[src/hw/rtl/ook_temperature_frame_transmitter_macros.svh]
// ----------------------------------------------------------------------------
// ook_temperature_frame_transmitter_macros.svh
// assertion helpers included by the transmitter top module
// ----------------------------------------------------------------------------
`ifndef OOK_TEMPERATURE_FRAME_TRANSMITTER_MACROS_SVH
`define OOK_TEMPERATURE_FRAME_TRANSMITTER_MACROS_SVH

// same-cycle implication, checked out of reset
`define OOKTX_ASSERT_IMP(label, clk, rstn, ante, cons, msg) \
  label: assert property (@(posedge clk) disable iff (!rstn) (ante) |-> (cons)) \
    else $error(msg);

// next-cycle implication, checked out of reset
`define OOKTX_ASSERT_NXT(label, clk, rstn, ante, cons, msg) \
  label: assert property (@(posedge clk) disable iff (!rstn) (ante) |=> (cons)) \
    else $error(msg);

`endif

[src/hw/rtl/ooktx_pkg.sv]
// ----------------------------------------------------------------------------
// ooktx_pkg
// shared types and constants of the ook temperature frame transmitter
// ----------------------------------------------------------------------------
`default_nettype none

package ooktx_pkg;

  localparam int unsigned CfgW   = 16;
  localparam int unsigned FrameW = 32;

  // register indexes on the config port
  typedef enum logic [2:0] {
    REG_DEVICE_CODE  = 3'd0,
    REG_REPEAT_COUNT = 3'd1,
    REG_SYNC_TIME    = 3'd2,
    REG_LONG_TIME    = 3'd3,
    REG_SHORT_TIME   = 3'd4
  } cfg_reg_e;

  localparam logic [7:0]  RepeatCountRst = 8'd15;
  localparam logic [15:0] SyncTimeRst    = 16'd1000;
  localparam logic [15:0] LongTimeRst    = 16'd490;
  localparam logic [15:0] ShortTimeRst   = 16'd160;

  // decoded word kinds
  typedef enum logic [1:0] {
    CMD_TICK  = 2'd0,
    CMD_START = 2'd1,
    CMD_BURST = 2'd2,
    CMD_NOP   = 2'd3
  } cmd_e;

  typedef struct packed {
    cmd_e              kind;
    logic [FrameW-1:0] frame;
  } cmd_t;

  typedef struct packed {
    logic [7:0]  device_code;
    logic [7:0]  repeat_count;
    logic [15:0] sync_time;
    logic [15:0] long_time;
    logic [15:0] short_time;
  } cfg_t;

endpackage

`default_nettype wire

[src/hw/rtl/ook_temperature_frame_transmitter.sv]
// ----------------------------------------------------------------------------
// ook_temperature_frame_transmitter
// on-off-keyed temperature frame transmitter, one word per microsecond tick
//
//   channel  direction  handshake               payload
//   in       input      in_valid_i / in_stall_o mode_i, temp_tenths_i
//   out      output     out_valid_o/out_stall_i line_level_o, busy_res_o,
//                                               done_res_o, rejected_o
//   cfg      input      cfg_we_i                cfg_idx_i, cfg_wdata_i
//
// one word per cycle sustained while out_stall_i stays low; a word accepted
// on the input passes through a queue slot and then the sequencer's output
// register before it shows up on the outputs
// the queue holds two words; in_stall_o rises only when both are taken
// reset is asynchronous, active low; the line starts idle with registers
// at their defaults; no clearing pass is needed
// ----------------------------------------------------------------------------
`default_nettype none

module ook_temperature_frame_transmitter import ooktx_pkg::*; #(
  parameter int unsigned REGISTER_BURSTS = 4,
  parameter int unsigned SYNC_PAIRS      = 5
) (
  input  wire logic             clk_i,
  input  wire logic             rst_ni,
  // config write port
  input  wire logic             cfg_we_i,
  input  wire logic [2:0]       cfg_idx_i,
  input  wire logic [CfgW-1:0]  cfg_wdata_i,
  // input words
  input  wire logic             in_valid_i,
  output logic                  in_stall_o,
  input  wire logic [1:0]       mode_i,
  input  wire logic [12:0]      temp_tenths_i,
  // result words
  output logic                  out_valid_o,
  input  wire logic             out_stall_i,
  output logic                  line_level_o,
  output logic                  busy_res_o,
  output logic                  done_res_o,
  output logic                  rejected_o
);

`include "ook_temperature_frame_transmitter_macros.svh"

  // config registers
  cfg_t cfg_q, cfg_d;

  always_comb begin
    cfg_d = cfg_q;
    if (cfg_we_i) begin
      unique case (cfg_idx_i)
        REG_DEVICE_CODE:  cfg_d.device_code  = cfg_wdata_i[7:0];
        REG_REPEAT_COUNT: cfg_d.repeat_count = cfg_wdata_i[7:0];
        REG_SYNC_TIME:    cfg_d.sync_time    = cfg_wdata_i;
        REG_LONG_TIME:    cfg_d.long_time    = cfg_wdata_i;
        REG_SHORT_TIME:   cfg_d.short_time   = cfg_wdata_i;
        default: begin
          // unmapped index, write dropped
        end
      endcase
    end
  end

  always_ff @(posedge clk_i or negedge rst_ni) begin
    if (!rst_ni) begin
      cfg_q.device_code  <= '0;
      cfg_q.repeat_count <= RepeatCountRst;
      cfg_q.sync_time    <= SyncTimeRst;
      cfg_q.long_time    <= LongTimeRst;
      cfg_q.short_time   <= ShortTimeRst;
    end else begin
      cfg_q <= cfg_d;
    end
  end

  // front: decode the word and build the frame for start and burst words
  cmd_t front_cmd;
  cmd_t head_cmd;
  logic q_full, q_nonempty, q_pop, q_push;

  ooktx_front u_front (
    .cfg_i         (cfg_q),
    .mode_i        (mode_i),
    .temp_tenths_i (temp_tenths_i),
    .cmd_o         (front_cmd)
  );

  assign in_stall_o = q_full;
  assign q_push     = in_valid_i && !q_full;

  // decouples the input side from output stalls
  ooktx_queue u_queue (
    .clk_i      (clk_i),
    .rst_ni     (rst_ni),
    .push_i     (q_push),
    .push_cmd_i (front_cmd),
    .full_o     (q_full),
    .nonempty_o (q_nonempty),
    .pop_i      (q_pop),
    .head_o     (head_cmd)
  );

  // back: symbol timing and line level
  ooktx_back #(
    .SYNC_PAIRS      (SYNC_PAIRS),
    .REGISTER_BURSTS (REGISTER_BURSTS)
  ) u_back (
    .clk_i        (clk_i),
    .rst_ni       (rst_ni),
    .cfg_i        (cfg_q),
    .cmd_valid_i  (q_nonempty),
    .cmd_i        (head_cmd),
    .pop_o        (q_pop),
    .out_valid_o  (out_valid_o),
    .out_stall_i  (out_stall_i),
    .line_level_o (line_level_o),
    .busy_res_o   (busy_res_o),
    .done_res_o   (done_res_o),
    .rejected_o   (rejected_o)
  );

  // the ending tick is sent while busy at the high level
  `OOKTX_ASSERT_IMP(a_done_high, clk_i, rst_ni, out_valid_o && done_res_o,
    busy_res_o && line_level_o && !rejected_o, "done word not busy and high")
  // an idle line stays low
  `OOKTX_ASSERT_IMP(a_idle_low, clk_i, rst_ni, out_valid_o && !busy_res_o,
    !line_level_o && !done_res_o && !rejected_o, "idle word not all low")
  // a full queue with no pop stays full and keeps stalling the input
  `OOKTX_ASSERT_NXT(a_queue_hold, clk_i, rst_ni, q_full && !q_pop,
    q_full && in_stall_o, "queue lost a word while full")

endmodule

`default_nettype wire

[src/hw/rtl/ooktx_front.sv]
// ----------------------------------------------------------------------------
// ooktx_front
// classifies incoming words and builds the frame for start and burst words
// ----------------------------------------------------------------------------
`default_nettype none

module ooktx_front import ooktx_pkg::*; (
  input  var cfg_t        cfg_i,
  input  wire logic [1:0] mode_i,
  input  wire logic [12:0] temp_tenths_i,
  output cmd_t            cmd_o
);

  localparam logic signed [13:0] TempOffset  = 14'sd500;
  localparam logic [12:0]        BurstTenths = 13'd100;
  localparam logic [7:0]         ChkSeed     = 8'h66;
  localparam logic [7:0]         Byte2Base   = 8'h90;

  function automatic logic [7:0] swap_nib(input logic [7:0] b);
    swap_nib = {b[3:0], b[7:4]};
  endfunction

  logic [12:0]        tenths;
  logic signed [13:0] sum;
  logic [11:0]        val;
  logic [7:0]         b3, b2, b1, b0, chk;

  always_comb begin
    tenths = (mode_i == CMD_BURST) ? BurstTenths : temp_tenths_i;
    sum    = $signed({tenths[12], tenths}) + TempOffset;
    // clamp to 0..4095
    if (sum[13]) begin
      val = '0;
    end else if (sum[12]) begin
      val = '1;
    end else begin
      val = sum[11:0];
    end
    b3  = cfg_i.device_code;
    b2  = Byte2Base + {4'd0, val[11:8]};
    b1  = val[7:0];
    chk = ChkSeed + swap_nib(b1) + swap_nib(b2) + swap_nib(b3);
    b0  = swap_nib(chk);
    cmd_o.kind  = cmd_e'(mode_i);
    cmd_o.frame = {b3, b2, b1, b0};
  end

endmodule

`default_nettype wire

[src/hw/rtl/ooktx_queue.sv]
// ----------------------------------------------------------------------------
// ooktx_queue
// two-entry queue between the decode front and the line sequencer
// ----------------------------------------------------------------------------
`default_nettype none

module ooktx_queue import ooktx_pkg::*; (
  input  wire logic clk_i,
  input  wire logic rst_ni,
  input  wire logic push_i,
  input  var cmd_t  push_cmd_i,
  output logic      full_o,
  output logic      nonempty_o,
  input  wire logic pop_i,
  output cmd_t      head_o
);

  cmd_t       slot_q [2];
  logic       wr_ptr_q, wr_ptr_d;
  logic       rd_ptr_q, rd_ptr_d;
  logic [1:0] count_q, count_d;

  always_comb begin
    wr_ptr_d = push_i ? ~wr_ptr_q : wr_ptr_q;
    rd_ptr_d = pop_i ? ~rd_ptr_q : rd_ptr_q;
    count_d  = count_q + {1'b0, push_i} - {1'b0, pop_i};
  end

  always_ff @(posedge clk_i or negedge rst_ni) begin
    if (!rst_ni) begin
      wr_ptr_q <= 1'b0;
      rd_ptr_q <= 1'b0;
      count_q  <= '0;
    end else begin
      wr_ptr_q <= wr_ptr_d;
      rd_ptr_q <= rd_ptr_d;
      count_q  <= count_d;
    end
  end

  always_ff @(posedge clk_i) begin
    if (push_i) begin
      slot_q[wr_ptr_q] <= push_cmd_i;
    end
  end

  assign full_o     = count_q[1];
  assign nonempty_o = (count_q != 2'd0);
  assign head_o     = slot_q[rd_ptr_q];

endmodule

`default_nettype wire

[src/hw/rtl/ooktx_back.sv]
// ----------------------------------------------------------------------------
// ooktx_back
// line sequencer: runs sync pairs and data bits; unless the output stalls, one word per cycle
// ----------------------------------------------------------------------------
`default_nettype none

module ooktx_back import ooktx_pkg::*; #(
  parameter int unsigned SYNC_PAIRS      = 5,
  parameter int unsigned REGISTER_BURSTS = 4
) (
  input  wire logic clk_i,
  input  wire logic rst_ni,
  input  var cfg_t  cfg_i,
  input  wire logic cmd_valid_i,
  input  var cmd_t  cmd_i,
  output logic      pop_o,
  output logic      out_valid_o,
  input  wire logic out_stall_i,
  output logic      line_level_o,
  output logic      busy_res_o,
  output logic      done_res_o,
  output logic      rejected_o
);

  localparam int unsigned SymEnd = SYNC_PAIRS + FrameW;
  localparam int unsigned SymW   = $clog2(SymEnd + 1);
  localparam int unsigned BurstW = $clog2(REGISTER_BURSTS + 1);

  function automatic logic [15:0] min_one16(input logic [15:0] x);
    min_one16 = (x == 16'd0) ? 16'd1 : x;
  endfunction

  function automatic logic [7:0] min_one8(input logic [7:0] x);
    min_one8 = (x == 8'd0) ? 8'd1 : x;
  endfunction

  logic [FrameW-1:0] frame_q, frame_d;
  logic [7:0]        repeats_q, repeats_d;
  logic [SymW-1:0]   sym_q, sym_d;
  logic              high_q, high_d;
  logic [15:0]       ticks_q, ticks_d;
  logic [BurstW-1:0] bursts_q, bursts_d;
  logic              active_q, active_d;

  logic out_valid_q, out_valid_d;
  logic level_q, level_d;
  logic busy_q, busy_d;
  logic done_q, done_d;
  logic rej_q, rej_d;

  logic              fire;
  logic [SymW-1:0]   sym_inc, next_sym, eval_sym, idx_full;
  logic              eval_high, eval_bit;
  logic [15:0]       eval_ticks, tdec;
  logic [7:0]        rep_dec;

  assign fire  = cmd_valid_i && (!out_valid_q || !out_stall_i);
  assign pop_o = fire;

  always_comb begin
    sym_inc  = sym_q + SymW'(1);
    next_sym = (sym_inc >= SymW'(SymEnd)) ? '0 : sym_inc;
    // one duration lookup serves both the low-to-high and high-to-low edges
    eval_sym  = high_q ? next_sym : sym_q;
    eval_high = ~high_q;
    idx_full  = SymW'(SYNC_PAIRS + FrameW - 1) - eval_sym;
    eval_bit  = frame_q[idx_full[4:0]];
    if (eval_sym < SymW'(SYNC_PAIRS)) begin
      eval_ticks = min_one16(cfg_i.sync_time);
    end else if (eval_bit != eval_high) begin
      eval_ticks = min_one16(cfg_i.long_time);
    end else begin
      eval_ticks = min_one16(cfg_i.short_time);
    end
    tdec    = ticks_q - 16'd1;
    rep_dec = repeats_q - 8'd1;
  end

  always_comb begin
    frame_d   = frame_q;
    repeats_d = repeats_q;
    sym_d     = sym_q;
    high_d    = high_q;
    ticks_d   = ticks_q;
    bursts_d  = bursts_q;
    active_d  = active_q;
    level_d   = active_q && high_q;
    busy_d    = active_q;
    done_d    = 1'b0;
    rej_d     = 1'b0;
    unique case (cmd_i.kind)
      CMD_START, CMD_BURST: begin
        if (active_q) begin
          rej_d = 1'b1;
        end else begin
          frame_d   = cmd_i.frame;
          repeats_d = min_one8(cfg_i.repeat_count);
          bursts_d  = (cmd_i.kind == CMD_BURST) ? BurstW'(REGISTER_BURSTS - 1) : '0;
          sym_d     = '0;
          high_d    = 1'b0;
          ticks_d   = min_one16(cfg_i.sync_time);
          active_d  = 1'b1;
          busy_d    = 1'b1;
        end
      end
      CMD_TICK: begin
        if (active_q) begin
          if (tdec != 16'd0) begin
            ticks_d = tdec;
          end else if (!high_q) begin
            high_d  = 1'b1;
            ticks_d = eval_ticks;
          end else begin
            high_d  = 1'b0;
            sym_d   = next_sym;
            ticks_d = eval_ticks;
            if (sym_inc >= SymW'(SymEnd)) begin
              if (rep_dec != 8'd0) begin
                repeats_d = rep_dec;
              end else if (bursts_q != '0) begin
                bursts_d  = bursts_q - BurstW'(1);
                repeats_d = min_one8(cfg_i.repeat_count);
              end else begin
                repeats_d = rep_dec;
                active_d  = 1'b0;
                done_d    = 1'b1;
              end
            end
          end
        end
      end
      CMD_NOP: begin
      end
      default: begin
      end
    endcase
  end

  always_comb begin
    if (fire) begin
      out_valid_d = 1'b1;
    end else if (!out_stall_i) begin
      out_valid_d = 1'b0;
    end else begin
      out_valid_d = out_valid_q;
    end
  end

  always_ff @(posedge clk_i or negedge rst_ni) begin
    if (!rst_ni) begin
      repeats_q   <= '0;
      sym_q       <= '0;
      high_q      <= 1'b0;
      ticks_q     <= '0;
      bursts_q    <= '0;
      active_q    <= 1'b0;
      out_valid_q <= 1'b0;
    end else begin
      out_valid_q <= out_valid_d;
      if (fire) begin
        repeats_q <= repeats_d;
        sym_q     <= sym_d;
        high_q    <= high_d;
        ticks_q   <= ticks_d;
        bursts_q  <= bursts_d;
        active_q  <= active_d;
      end
    end
  end

  always_ff @(posedge clk_i) begin
    if (fire) begin
      frame_q <= frame_d;
      level_q <= level_d;
      busy_q  <= busy_d;
      done_q  <= done_d;
      rej_q   <= rej_d;
    end
  end

  assign out_valid_o  = out_valid_q;
  assign line_level_o = level_q;
  assign busy_res_o   = busy_q;
  assign done_res_o   = done_q;
  assign rejected_o   = rej_q;

endmodule

`default_nettype wire

[config.mk]
export PLATFORM = sky130hd
export DESIGN_NAME = ook_temperature_frame_transmitter
export DESIGN_NICKNAME = d
export VERILOG_FILES = /design/src/hw/rtl/ooktx_pkg.sv /design/src/hw/rtl/ook_temperature_frame_transmitter.sv /design/src/hw/rtl/ooktx_front.sv /design/src/hw/rtl/ooktx_queue.sv /design/src/hw/rtl/ooktx_back.sv
export VERILOG_INCLUDE_DIRS = /design/src /design/src/hw/rtl
export SDC_FILE = /design/constraint.sdc
export NUM_CORES = 1
export LEC_CHECK = 0
export ABC_AREA = 1
export BUFFER_PORTS_ARGS = -buffer_cell sky130_fd_sc_hd__buf_2
export CORE_ASPECT_RATIO = 2
export CORE_UTILIZATION = 40
export DETAILED_ROUTE_END_ITERATION = 10
export GPL_ROUTABILITY_DRIVEN = 0
export PLACE_DENSITY = 0.66
export SYNTH_ARGS = -nofsm -noshare
export SYNTH_HDL_FRONTEND = slang
export SYNTH_SLANG_ARGS = --single-unit
[constraint.sdc]
create_clock -name clk_i -period 7.87 [get_ports clk_i]
set_input_delay 1.574 -clock clk_i [delete_from_list [all_inputs] [get_ports clk_i]]
set_output_delay 1.574 -clock clk_i [all_outputs]
set_load 0.005 [all_outputs]
==> results of run 1 <==
## how the worst max path moves through the flow
stage	from	slack, ns	endpoint
2_1_floorplan	mode_i[1]	2.19	u_queue.slot_q[0][3]$_DFFE_PP_
3_3_place_gp	mode_i[1]	1.29	u_queue.slot_q[0][3]$_DFFE_PP_
3_5_place_dp	mode_i[1]	1.12	u_queue.slot_q[1][3]$_DFFE_PP_
4_1_cts	mode_i[1]	1.58	u_queue.slot_q[1][3]$_DFFE_PP_
5_1_grt	mode_i[1]	1.13	u_queue.slot_q[1][3]$_DFFE_PP_
6_report	mode_i[1]	1.60	u_queue.slot_q[1][3]$_DFFE_PP_
## cell families (layout without fill, tap and decap cells)
kind of cell             after synthesis  in the layout  synth area share
buffers and inverters                177            223            0.0700
adder cells (fa/ha/maj)               35             35            0.0461
flip-flops                           196            196             0.531
AND/OR/NAND/NOR                      545            545             0.235
AO/OA/AOI/OAI                        169            169            0.0901
XOR/XNOR                              33             33            0.0285
## area by class of cell
type | count | area, um2 | area share
flip-flops and latches | 196 | 5390 | 0.476
multi-input cells | 782 | 4070 | 0.359
inverters | 141 | 529 | 0.0468
clock buffers | 19 | 433 | 0.0383
well taps | 336 | 420 | 0.0372
repair buffers | 50 | 268 | 0.0237
clock inverters | 13 | 205 | 0.0181
## state kept, by name, summed over array words and instances, names as in the netlist, 2 cells and up
signal            count
u_back.ticks_q       16
cfg_q                64
u_queue.slot_q       60
u_queue.count_q       2
u_back.repeats_q      8
u_back.frame_q       28
u_back.bursts_q       3
u_back.sym_q          6
## metrics by stage
stage	power [uW]	instances	hold slack, ns	util
finish	4570	1537	0.489	0.452
global route	4930	1537	0.510	0.452
CTS	4600	1537	0.496	0.452
detailed placement	3650	1505	0.480	0.426
global placement	3600	1505	0.465	0.426
floorplan	3160	1155	0.449	-
## routing by layer
| layer | part of all wire | vias up | global-route usage | wire length [um] |
|---|---|---|---|---|
| met3 | 0.026 | 60 | 0.0343 | 617 |
| met2 | 0.57 | 147 | 0.392 | 13800 |
| met4 | 0.051 | 0 | 0.118 | 1230 |
| met1 | 0.35 | 3724 | 0.182 | 8390 |
| met5 | 0 | - | 0 | 0 |
| li1 | - | 3896 | - | - |
## critical path: stages
cell and delay [ns]:
buf_2 0.10, inv_1 0.06, nor2_1 0.51, inv_1 0.23
nand2_1 0.18, nand2_1 0.10, nor2_1 0.10, nand3_1 0.12
o21ai_0 0.37, o31ai_1 0.11, nand2_1 0.12, clkinv_1 0.21
o211ai_1 0.15, nand2_1 0.11, fa_1 0.53, inv_1 0.04
ha_1 0.30, ha_1 0.36, a21oi_1 0.16, inv_1 0.05
a31oi_1 0.21, o21ai_0 0.13, a21oi_1 0.16, xnor2_1 0.10
xor2_1 0.17, xor2_1 0.20
## power by group
group          internal (uW)  switching (uW)  total [uW]  leakage, uW
Sequential              1400             175        1570      0.00210
Combinational            635            1420        2060      0.00265
Clock                    564             379         943     0.000305
## cell usage in the layout, fill, tap and decap left out, types with 5 or more instances in the layout
cell type and count:
xor2_1 24, nor3_1 9, nand3_2 6, a21oi_1 42, clkbuf_16 17, nand3_1 85, ha_1 31, o22ai_1 7
buf_2 43, nand4_1 14, dfrtp_1 86, nand2_1 289, nand2_2 8, nor2_2 5, bufinv_16 5, dfstp_2 18
nor4_1 20, xnor2_1 9, inv_1 138, edfxtp_1 92, nor2_1 91, or2_2 7, o21ai_0 97, buf_4 7
==> impl_results.md, run 1 <==
- Share of the synthesized area in the top cell type: 0.272
- Syn Inst Count: 1155
- Layout net count: 1262
- Setup CP Type: in2reg
- CP Capture Type: register
- Postcts setup bufs: 0
- ANT nets after route: 0
- Ratio of cells with drive above 1 in the final layout: 0.108
- Post-synth top flop: edfxtp_1
- Fraction of registers with async set/reset: 0.531
- FF-to-FF setup slack: 3.64 ns
- Max Cap Violations: 0
- Placed Area: 10700 um2
- Worst reg2reg startpoint: u_back.high_q$_DFFE_PN0P_
- Synth area leader: edfxtp_1
- Syn_nets: 1229
- Resize count post-CTS: 0
- # DRC: 0
- YS warnings: 0
- Count of input and output buffers: 44
- Initial Utilization: 0.406
- Synth area leaders: edfxtp_1, dfrtp_1, nand2_1, inv_1, o21ai_0
- Total negative slack: 0 ns
- Vias/cell: 5.09
- First DRT Iteration DRCs: 379
- Reg-to-Reg End: u_back.ticks_q[12]$_DFFE_PN0P_
- Max Fanout on Critical Path: 11
- Distinct cell type count after synthesis: 43
- Leakage: 0.00506 uW
- Clock Tree Buf Depth: 2
- Total track usage: 0.198
- Fin crit period: 6.27 ns
- Cell with the most instances after synthesis: nand2_1
- Critical Path AT: 6.46 ns
- Worst Hold Class: reg2reg
- Final Hold Fails: 0
- Drt pass-1 iters: 5
- Initial antenna violation count: 0
- Pre-CTS setup slack: 1.12 ns
- CTS Sinks: 196
- Status: finished clean
- Sequential share of the synthesized area: 0.531
- CTS tree: done
- Setup violations, final: 0
- Hold Path Origin: u_back.out_valid_o$_DFFE_PN0P_
- DRT Wirelength: 24000 um
- Core Rows: 82
- Tightest Pin Transition: 1.05 ns
- RSZ-0062 raised after global routing: no
- Largest net degree at the start of global routing: 61
- Critical path startpoint category: primary input
- Worst vdd ir: 0.165 mV
- Cts hold-fix bufs: 0
- Worst skew pair latency: 0.44 ns
- Slew headroom: 0.297
- Cell count of the worst reg-to-reg path: 17
- Finished Cell Area: 11300 um2
- Worst path required time: 8.05 ns
- Tcrit/Tclk final: 0.797
- PD cells: 404 nW/um2
- Post-synth EDFFs: 92
- Fill cells: 2508
- CTS Buf Count: 17
- N_diodes: 0
- Most instantiated cells after synthesis: nand2_1, inv_1, o21ai_0
- Worst hold stages: 2
- Avg Cell Area, Syn: 8.79 um2
- Vias in the first global route: 7854
- Global-route wire length before repair: 38700 um
- Die ar.: 26100 um2
- Worst setup margin: 1.60 ns
- Synth-to-Final Area Change: 11.4%
- Max Clock Freq: 159 MHz
- Post-DP HPWL: 18300 um
- Total gr overflow: 0
- Hold Path End: u_back.out_valid_o$_DFFE_PN0P_
- Clock slew seen by the registers of the worst setup and hold paths: 0.07 ns
- Die W: 115 um
- Cell Area, Synth: 10200 um2
- H-tree depth: 4
- Max-slew violation count: 0
- Skew final: 0.00916 ns
- Vias: 7827
- Core Region: 25000 um2
- WL per Instance: 15.6 um
- Root Driver: clkbuf_16
- DIE HEIGHT: 227 um
- Seq cells post-synth: 196
- Num ports: 45
(Power assumes the default switching activity.)
==> run 2: changes to the inputs <==
--- a/config.mk
+++ b/config.mk
@@ -6,7 +6,7 @@
 export SDC_FILE = /design/constraint.sdc
 export NUM_CORES = 1
 export LEC_CHECK = 0
-export ABC_AREA = 1
+export ABC_AREA = 0
 export BUFFER_PORTS_ARGS = -buffer_cell sky130_fd_sc_hd__buf_2
 export CORE_ASPECT_RATIO = 2
 export CORE_UTILIZATION = 40
==> constraint.sdc (replaced) <==
create_clock -name clk_i -period 6.1 [get_ports clk_i]
set_input_delay 1.22 -clock clk_i [delete_from_list [all_inputs] [get_ports clk_i]]
set_output_delay 1.22 -clock clk_i [all_outputs]
set_load 0.005 [all_outputs]
==> impl_results.md, run 2 <==
- Layout net count: 1030 (-18%)
- Max Cap Violations: 0 (unchanged)
- Slew headroom: 0.265 (-0.0311)
- Total power: 4320 uW (-5.4%)
- Critical path startpoint category: register
- Distinct cell type count after synthesis: 81 (+88%)
- Worst Hold Class: reg2reg
- Pre-CTS setup slack: 0.513 ns (-0.610 ns)
- CTS Buf Count: 17 (unchanged)
- Synth-to-Final Area Change: 10.5%
- Setup violations, final: 0 (unchanged)
- DIE HEIGHT: 232 um (+1.9%)
- Commonest non-fill, non-tap cell in the layout: edfxtp_1
- Vias: 7216 (-7.8%)
- CP delay by family, top: simple AND/OR/NAND/NOR gates
- Worst reg2reg startpoint: u_back.sym_q[0]$_DFFE_PN0P_
- Syn_nets: 989 (-20%)
- WL per Instance: 18.8 um (+21%)
- ANT nets after route: 0 (unchanged)
- Seq. cell area: 5390 um2 (unchanged)
- Synth area leaders: edfxtp_1, dfrtp_1, mux2_2, dfstp_2, ha_1
- Core Region: 25800 um2 (+2.9%)
- CTS Sinks: 196 (unchanged)
- Die W: 117 um (+1.9%)
- Hold Path Origin: cfg_q[60]$_DFFE_PN0P_
- H-tree depth: 4 (unchanged)
- DRT Wirelength: 24700 um (+2.8%)
- Count of input and output buffers: 44 (unchanged)
- Initial Utilization: 0.409 (+0.00376)
- Total negative slack: 0 ns (unchanged)
- Worst vdd ir: 0.159 mV (-3.3%)
- Post-DP HPWL: 18900 um (+3.2%)
- Synth area leader: edfxtp_1
- Worst path required time: 6.46 ns (-1.59 ns)
- CP max stage delay: 0.60 ns (+0.07 ns)
- Final Util: 0.452 (about the same)
- Worst Setup SP: u_back.sym_q[0]$_DFFE_PN0P_
- N_diodes: 0 (unchanged)
- Root Driver: clkbuf_16
- Tightest Pin Transition: 1.09 ns (+0.0425 ns)
- Total gr overflow: 0 (unchanged)
- Syn Inst Count: 915 (-21%)
- Leakage: 0.00448 uW (-11%)
- Post-synth EDFFs: 92 (unchanged)
- Vias/cell: 5.51 (+8.3%)
- Global-route wire length before repair: 39800 um (+2.7%)
- Cell Area, Synth: 10500 um2 (+3.8%)
- Final Hold Fails: 0 (unchanged)
- Resize count post-CTS: 0 (unchanged)
- Fill cells: 2461 (-1.9%)
- RSZ-0062 raised after global routing: no
- Clock Tree Buf Depth: 2 (unchanged)
- Multi-input logic area: 4720 um2 (+16%)
- Fraction of registers with async set/reset: 0.531 (unchanged)
- Total track usage: 0.200 (+0.00273)
- Post-synth top flop: edfxtp_1
- Largest regs: cfg_q (64), u_queue.slot_q (60), u_back.frame_q (28)
- Critical Path AT: 5.57 ns (-0.89 ns)
- Max-slew violation count: 0 (unchanged)
- Most instantiated cells after synthesis: edfxtp_1, dfrtp_1, mux2_2
- Tcrit/Tclk final: 0.855
- Commonest non-fill, non-tap cells in the layout: edfxtp_1, mux2_2, dfrtp_1
- YS warnings: 0 (unchanged)
- Postcts setup bufs: 0 (unchanged)
- Worst skew pair latency: 0.44 ns (about the same)
- Status: finished clean
- Max Fanout on Critical Path: 11 (unchanged)
- PD cells: 371 nW/um2 (-8.2%)
- Cts hold-fix bufs: 0 (unchanged)
- Drt pass-1 iters: 5 (unchanged)
- CTS tree: done
- # DRC: 0 (unchanged)
- Fin crit period: 5.22 ns
- Avg Cell Area, Syn: 11.5 um2 (+31%)
- Share of the synthesized area in the top cell type: 0.262 (-0.0100)
- Setup CP Type: reg2reg
- Clock slew seen by the registers of the worst setup and hold paths: 0.07 ns (about the same)
- Crit path buffers/inverters: 1 (-5)
- Sequential share of the synthesized area: 0.511 (-0.0196)
- Crit-path cells: ha_1 -> nand3_1 -> xor2_1 -> and2_1 -> a21oi_1 -> buf_4 -> a2bb2oi_1 -> ha_1 -> mux4_2 -> nand3b_1 -> nand3_1 -> a311o_1 -> and4_1 -> nor3_1 -> a22oi_1 -> a31oi_1
- Largest register FFs: 64 (unchanged)
- First DRT Iteration DRCs: 370 (-2.4%)
- FF-to-FF setup slack: 0.88 ns (-2.76 ns)
- Die ar.: 27000 um2 (+3.8%)
- Vias in the first global route: 7421 (-5.5%)
- Max Clock Freq: 192 MHz
- Initial antenna violation count: 0 (unchanged)
- Largest net degree at the start of global routing: 56 (-8.2%)
- Worst setup margin: 0.882 ns (-0.714 ns)
- CP Capture Type: register
- Biggest register: cfg_q
- Core Rows: 83 (+1.2%)
- Skew final: 0.00779 ns (-0.00138 ns)
- Ratio of cells with drive above 1 in the final layout: 0.231 (+0.123)
- Slowest cell on the critical path: ha_1
- Num ports: 45 (unchanged)
- Seq cells post-synth: 196 (unchanged)
- Cell with the most instances after synthesis: edfxtp_1
==> run 2: cell types whose count changed in the layout (fill, tap and decap cells not counted), sizes merged, moves of 25 or more <==
cell   previous run  this run
nand2           299        67
mux2              0        86
inv             140        57
nand3            91        22
nor2             96        54
o21ai           101        63
mux2i             0        25
==> run 2: area by class of cell <==
type / instances / share of cell area
clock buffer: 20 / 0.0384
clock inverter: 12 / 0.00924
inverter: 55 / 0.0177
multi-input combinational: 625 / 0.405
sequential: 196 / 0.463
tap: 340 / 0.0365
timing repair buffer: 61 / 0.0301
==> run 2: power breakdown <==
group / internal [uW] / switching, uW / leakage, uW
Combinational: 550 / 715 / 0.00215
Clock: 573 / 493 / 0.000256
Sequential: 1770 / 218 / 0.00207
Total: 2900 / 1430 / 0.00448
==> run 2: per-stage QoR <==
step                instance area (um2)  cells  hold WS (ns)
global placement                  11100   1277         0.451
finish                            11600   1309         0.472
CTS                               11600   1309         0.472
floorplan                         10500    915         0.442
detailed placement                11100   1277         0.456
global route                      11600   1309         0.489
==> run 2: path summary, 6_finish.rpt <==
| path | to | depth (start not counted) |
|---|---|---|
| worst max-delay path | u_back.ticks_q[7]$_DFFE_PN0P_ | 16 |
| worst min-delay path | u_queue.slot_q[0][28]$_DFFE_PP_ | 0 |
| worst max register to register | u_back.ticks_q[7]$_DFFE_PN0P_ | 16 |
| worst min register to register | u_queue.slot_q[0][28]$_DFFE_PP_ | 0 |
| max in group asynchronous | u_back.out_valid_o$_DFFE_PN0P_ | 2 |
| min in group asynchronous | u_back.repeats_q[4]$_DFFE_PN0P_ | 1 |
==> run 2: logic make-up (layout without fill, tap and decap cells) <==
family | count (synthesis) | count (layout) | share of synthesized area
adders and majority gates | 35 | 35 | 0.0444
muxes | 120 | 120 | 0.135
DFF | 196 | 196 | 0.511
buffers and inverters | 94 | 148 | 0.0428
xor gates and xnor gates | 30 | 30 | 0.0249
AOI/OAI and AO/OA | 180 | 180 | 0.112
and+or+nand+nor | 260 | 260 | 0.130
==> run 2: worst register-to-register path, cell delays in order (launching register included) <==
cell and delay, ns:
dfrtp_1 0.59, ha_1 0.31, nand3_1 0.13, xor2_1 0.39
and2_1 0.21, a21oi_1 0.05, buf_4 0.18, a2bb2oi_1 0.16
ha_1 0.60, mux4_2 0.56, nand3b_1 0.11, nand3_1 0.08
a311o_1 0.38, and4_1 0.35, nor3_1 0.60, a22oi_1 0.18
a31oi_1 0.25
==> run 2: metal layers <==
metal | global-route usage | vias to the layer above | part of all wire
met4 | 0.136 | 0 | 0.061
met1 | 0.196 | 3523 | 0.35
met2 | 0.375 | 168 | 0.57
met5 | 0 | - | 0
met3 | 0.0301 | 75 | 0.029
li1 | - | 3450 | -
==> run 3: changes to the inputs <==
--- a/config.mk
+++ b/config.mk
@@ -6,7 +6,7 @@
 export SDC_FILE = /design/constraint.sdc
 export NUM_CORES = 1
 export LEC_CHECK = 0
-export ABC_AREA = 0
+export ABC_AREA = 1
 export BUFFER_PORTS_ARGS = -buffer_cell sky130_fd_sc_hd__buf_2
 export CORE_ASPECT_RATIO = 2
 export CORE_UTILIZATION = 40
==> impl_results.md, run 3 (synthesis gave the netlist of run 1 again) <==
- Tcrit/Tclk final: 0.893 (+0.0380)
- Layout net count: 1269 (+23%)
- Commonest non-fill, non-tap cells in the layout: nand2_1, inv_1, o21ai_0
- Slew headroom: 0.302 (+0.0367)
- Worst Hold Class: reg2reg
- Setup violations, final: 0 (unchanged)
- Worst skew pair latency: 0.45 ns (about the same)
- Total track usage: 0.199 (-0.00106)
- Resize count post-CTS: 0 (unchanged)
- CTS Buf Count: 17 (unchanged)
- Vias: 7793 (+8.0%)
- PD cells: 515 nW/um2 (+39%)
- # DRC: 0 (unchanged)
- Cell count of the worst reg-to-reg path: 19 (+3)
- Largest net degree at the start of global routing: 60 (+7.1%)
- Num ports: 45 (unchanged)
- Core Region: 25000 um2 (-2.8%)
- Max-slew violation count: 0 (unchanged)
- ANT nets after route: 0 (unchanged)
- Commonest non-fill, non-tap cell in the layout: nand2_1
- Total negative slack: 0 ns (unchanged)
- CP Capture Point: u_queue.slot_q[1][3]$_DFFE_PP_
- Clock slew seen by the registers of the worst setup and hold paths: 0.07 ns (about the same)
- Die ar.: 26100 um2 (-3.6%)
- Largest regs: cfg_q (64), u_queue.slot_q (60), u_back.frame_q (28)
- H-tree depth: 4 (unchanged)
- Fill cells: 2462 (+0.041%)
- Worst reg2reg startpoint: u_back.high_q$_DFFE_PN0P_
- Slowest cell on the critical path: fa_1
- Max Cap Violations: 0 (unchanged)
- Initial Utilization: 0.406 (-0.00376)
- CP max stage delay: 0.51 ns (-0.09 ns)
- Leakage: 0.00509 uW (+14%)
- Global-route wire length before repair: 39500 um (-0.80%)
- Placed Area: 10700 um2 (-3.3%)
- Met3 GRT Util: 0.0264 (-0.00372)
- Multi-input logic area: 4070 um2 (-14%)
- WL per Instance: 15.3 um (-19%)
- Tightest Pin Transition: 1.04 ns (-0.0507 ns)
- Total gr overflow: 0 (unchanged)
- Status: finished clean
- Critical path startpoint category: primary input
- Count of input and output buffers: 44 (unchanged)
- Fin crit period: 5.45 ns (+0.232 ns)
- Worst Setup SP: mode_i[1]
- Crit path buffers/inverters: 7 (+6)
- Synth-to-Final Area Change: 11.8%
- DRT Wirelength: 23600 um (-4.5%)
- Max Fanout on Critical Path: 8 (-3)
- Final Hold Fails: 0 (unchanged)
- DIE HEIGHT: 227 um (-1.8%)
- RSZ-0062 raised after global routing: no
- Initial antenna violation count: 0 (unchanged)
- Seq. cell area: 5390 um2 (unchanged)
- Vias/cell: 5.05 (-8.4%)
- Biggest register: cfg_q
- Core Rows: 82 (-1.2%)
- Max Clock Freq: 184 MHz (-4.3%)
- Reg-to-Reg End: u_back.ticks_q[11]$_DFFE_PN0P_
- CP Capture Type: register
- Die W: 115 um (-1.8%)
- CTS tree: done
- Ratio of cells with drive above 1 in the final layout: 0.116 (-0.115)
- Root Driver: clkbuf_16
- Worst path required time: 6.28 ns (-0.18 ns)
- Vias in the first global route: 7918 (+6.7%)
- Clock Tree Buf Depth: 2 (unchanged)
- First DRT Iteration DRCs: 349 (-5.7%)
- Post-DP HPWL: 18000 um (-4.5%)
- Largest register FFs: 64 (unchanged)
- Most common cell on crit path: inv_1
- CTS Sinks: 196 (unchanged)
- N_diodes: 0 (unchanged)
- Crit path depth: 27 (+11)
- Critical Path AT: 5.63 ns (+0.06 ns)
- Skew final: 0.0140 ns (+0.00622 ns)
- Finished Cell Area: 11400 um2 (-2.5%)
- CP delay by family, top: adder cells
- Cts hold-fix bufs: 0 (unchanged)
- Met2 usage in global routing: 0.392 (+0.0168)
- Setup CP Type: in2reg
- GR Util met1: 0.190 (-0.00532)
- Gr busiest metal: met2
- FF-to-FF setup slack: 1.91 ns (+1.03 ns)
- Drt pass-1 iters: 5 (unchanged)
- Worst vdd ir: 0.270 mV (+69%)
- Postcts setup bufs: 0 (unchanged)
==> run 3: cell count changes in the layout (fill, tap and decap cells not counted), moves of 16 or more <==
cell,delta
xor2_1,+16
inv_1,+83
mux2_2,-86
o21ai_0,+37
nand3_1,+64
nand2_1,+223
mux2i_1,-25
nor2_1,+38
==> run 3: layer usage <==
| metal | part of all wire | routed length, um |
|---|---|---|
| met5 | 0 | 0 |
| met4 | 0.048 | 1130 |
| met3 | 0.025 | 597 |
| met2 | 0.57 | 13500 |
| met1 | 0.35 | 8340 |
==> run 3: per-stage QoR <==
step                setup WS (ns)  std cells  total power [uW]   util  hold WS (ns)
floorplan                   0.771       1155              4080      -         0.449
global placement            0.218       1512              4650  0.428         0.463
detailed placement          0.155       1512              4710  0.428         0.477
CTS                         0.617       1544              5880  0.453         0.494
global route                0.275       1544              6330  0.453         0.520
finish                      0.650       1544              5840  0.453         0.487
==> run 3: how the worst min path moves through the flow <==
stage                                         startpoint                        endpoint  depth (start not counted)
after global placement    u_back.ticks_q[15]$_DFFE_PN0P_  u_back.ticks_q[15]$_DFFE_PN0P_                          2
after floorplan           u_back.ticks_q[15]$_DFFE_PN0P_  u_back.ticks_q[15]$_DFFE_PN0P_                          2
after detailed placement  u_back.out_valid_o$_DFFE_PN0P_  u_back.out_valid_o$_DFFE_PN0P_                          2
final                     u_back.out_valid_o$_DFFE_PN0P_  u_back.out_valid_o$_DFFE_PN0P_                          2
after global routing      u_back.ticks_q[15]$_DFFE_PN0P_  u_back.ticks_q[15]$_DFFE_PN0P_                          2
after CTS                 u_back.out_valid_o$_DFFE_PN0P_  u_back.out_valid_o$_DFFE_PN0P_                          2
==> run 3: tightest hold or removal path: cells and delay by family, from the launching register on <==
kind,cells,cell delay [ns]
DFF,1,0.34
and+or+nand+nor,2,0.12
==> run 3: power by group <==
part	internal (uW)	total, uW	switching [uW]
combinational	828	2650	1830
sequential	1800	2030	225
clock	675	1160	486
==> run 3: area by class of cell <==
type | count | share of cell area
Clock buffer | 24 | 0.0484
Clock inverter | 8 | 0.00705
Inverter | 141 | 0.0466
Multi-Input combinational cell | 782 | 0.358
Sequential cell | 196 | 0.475
Tap cell | 336 | 0.0370
Timing Repair Buffer | 57 | 0.0282
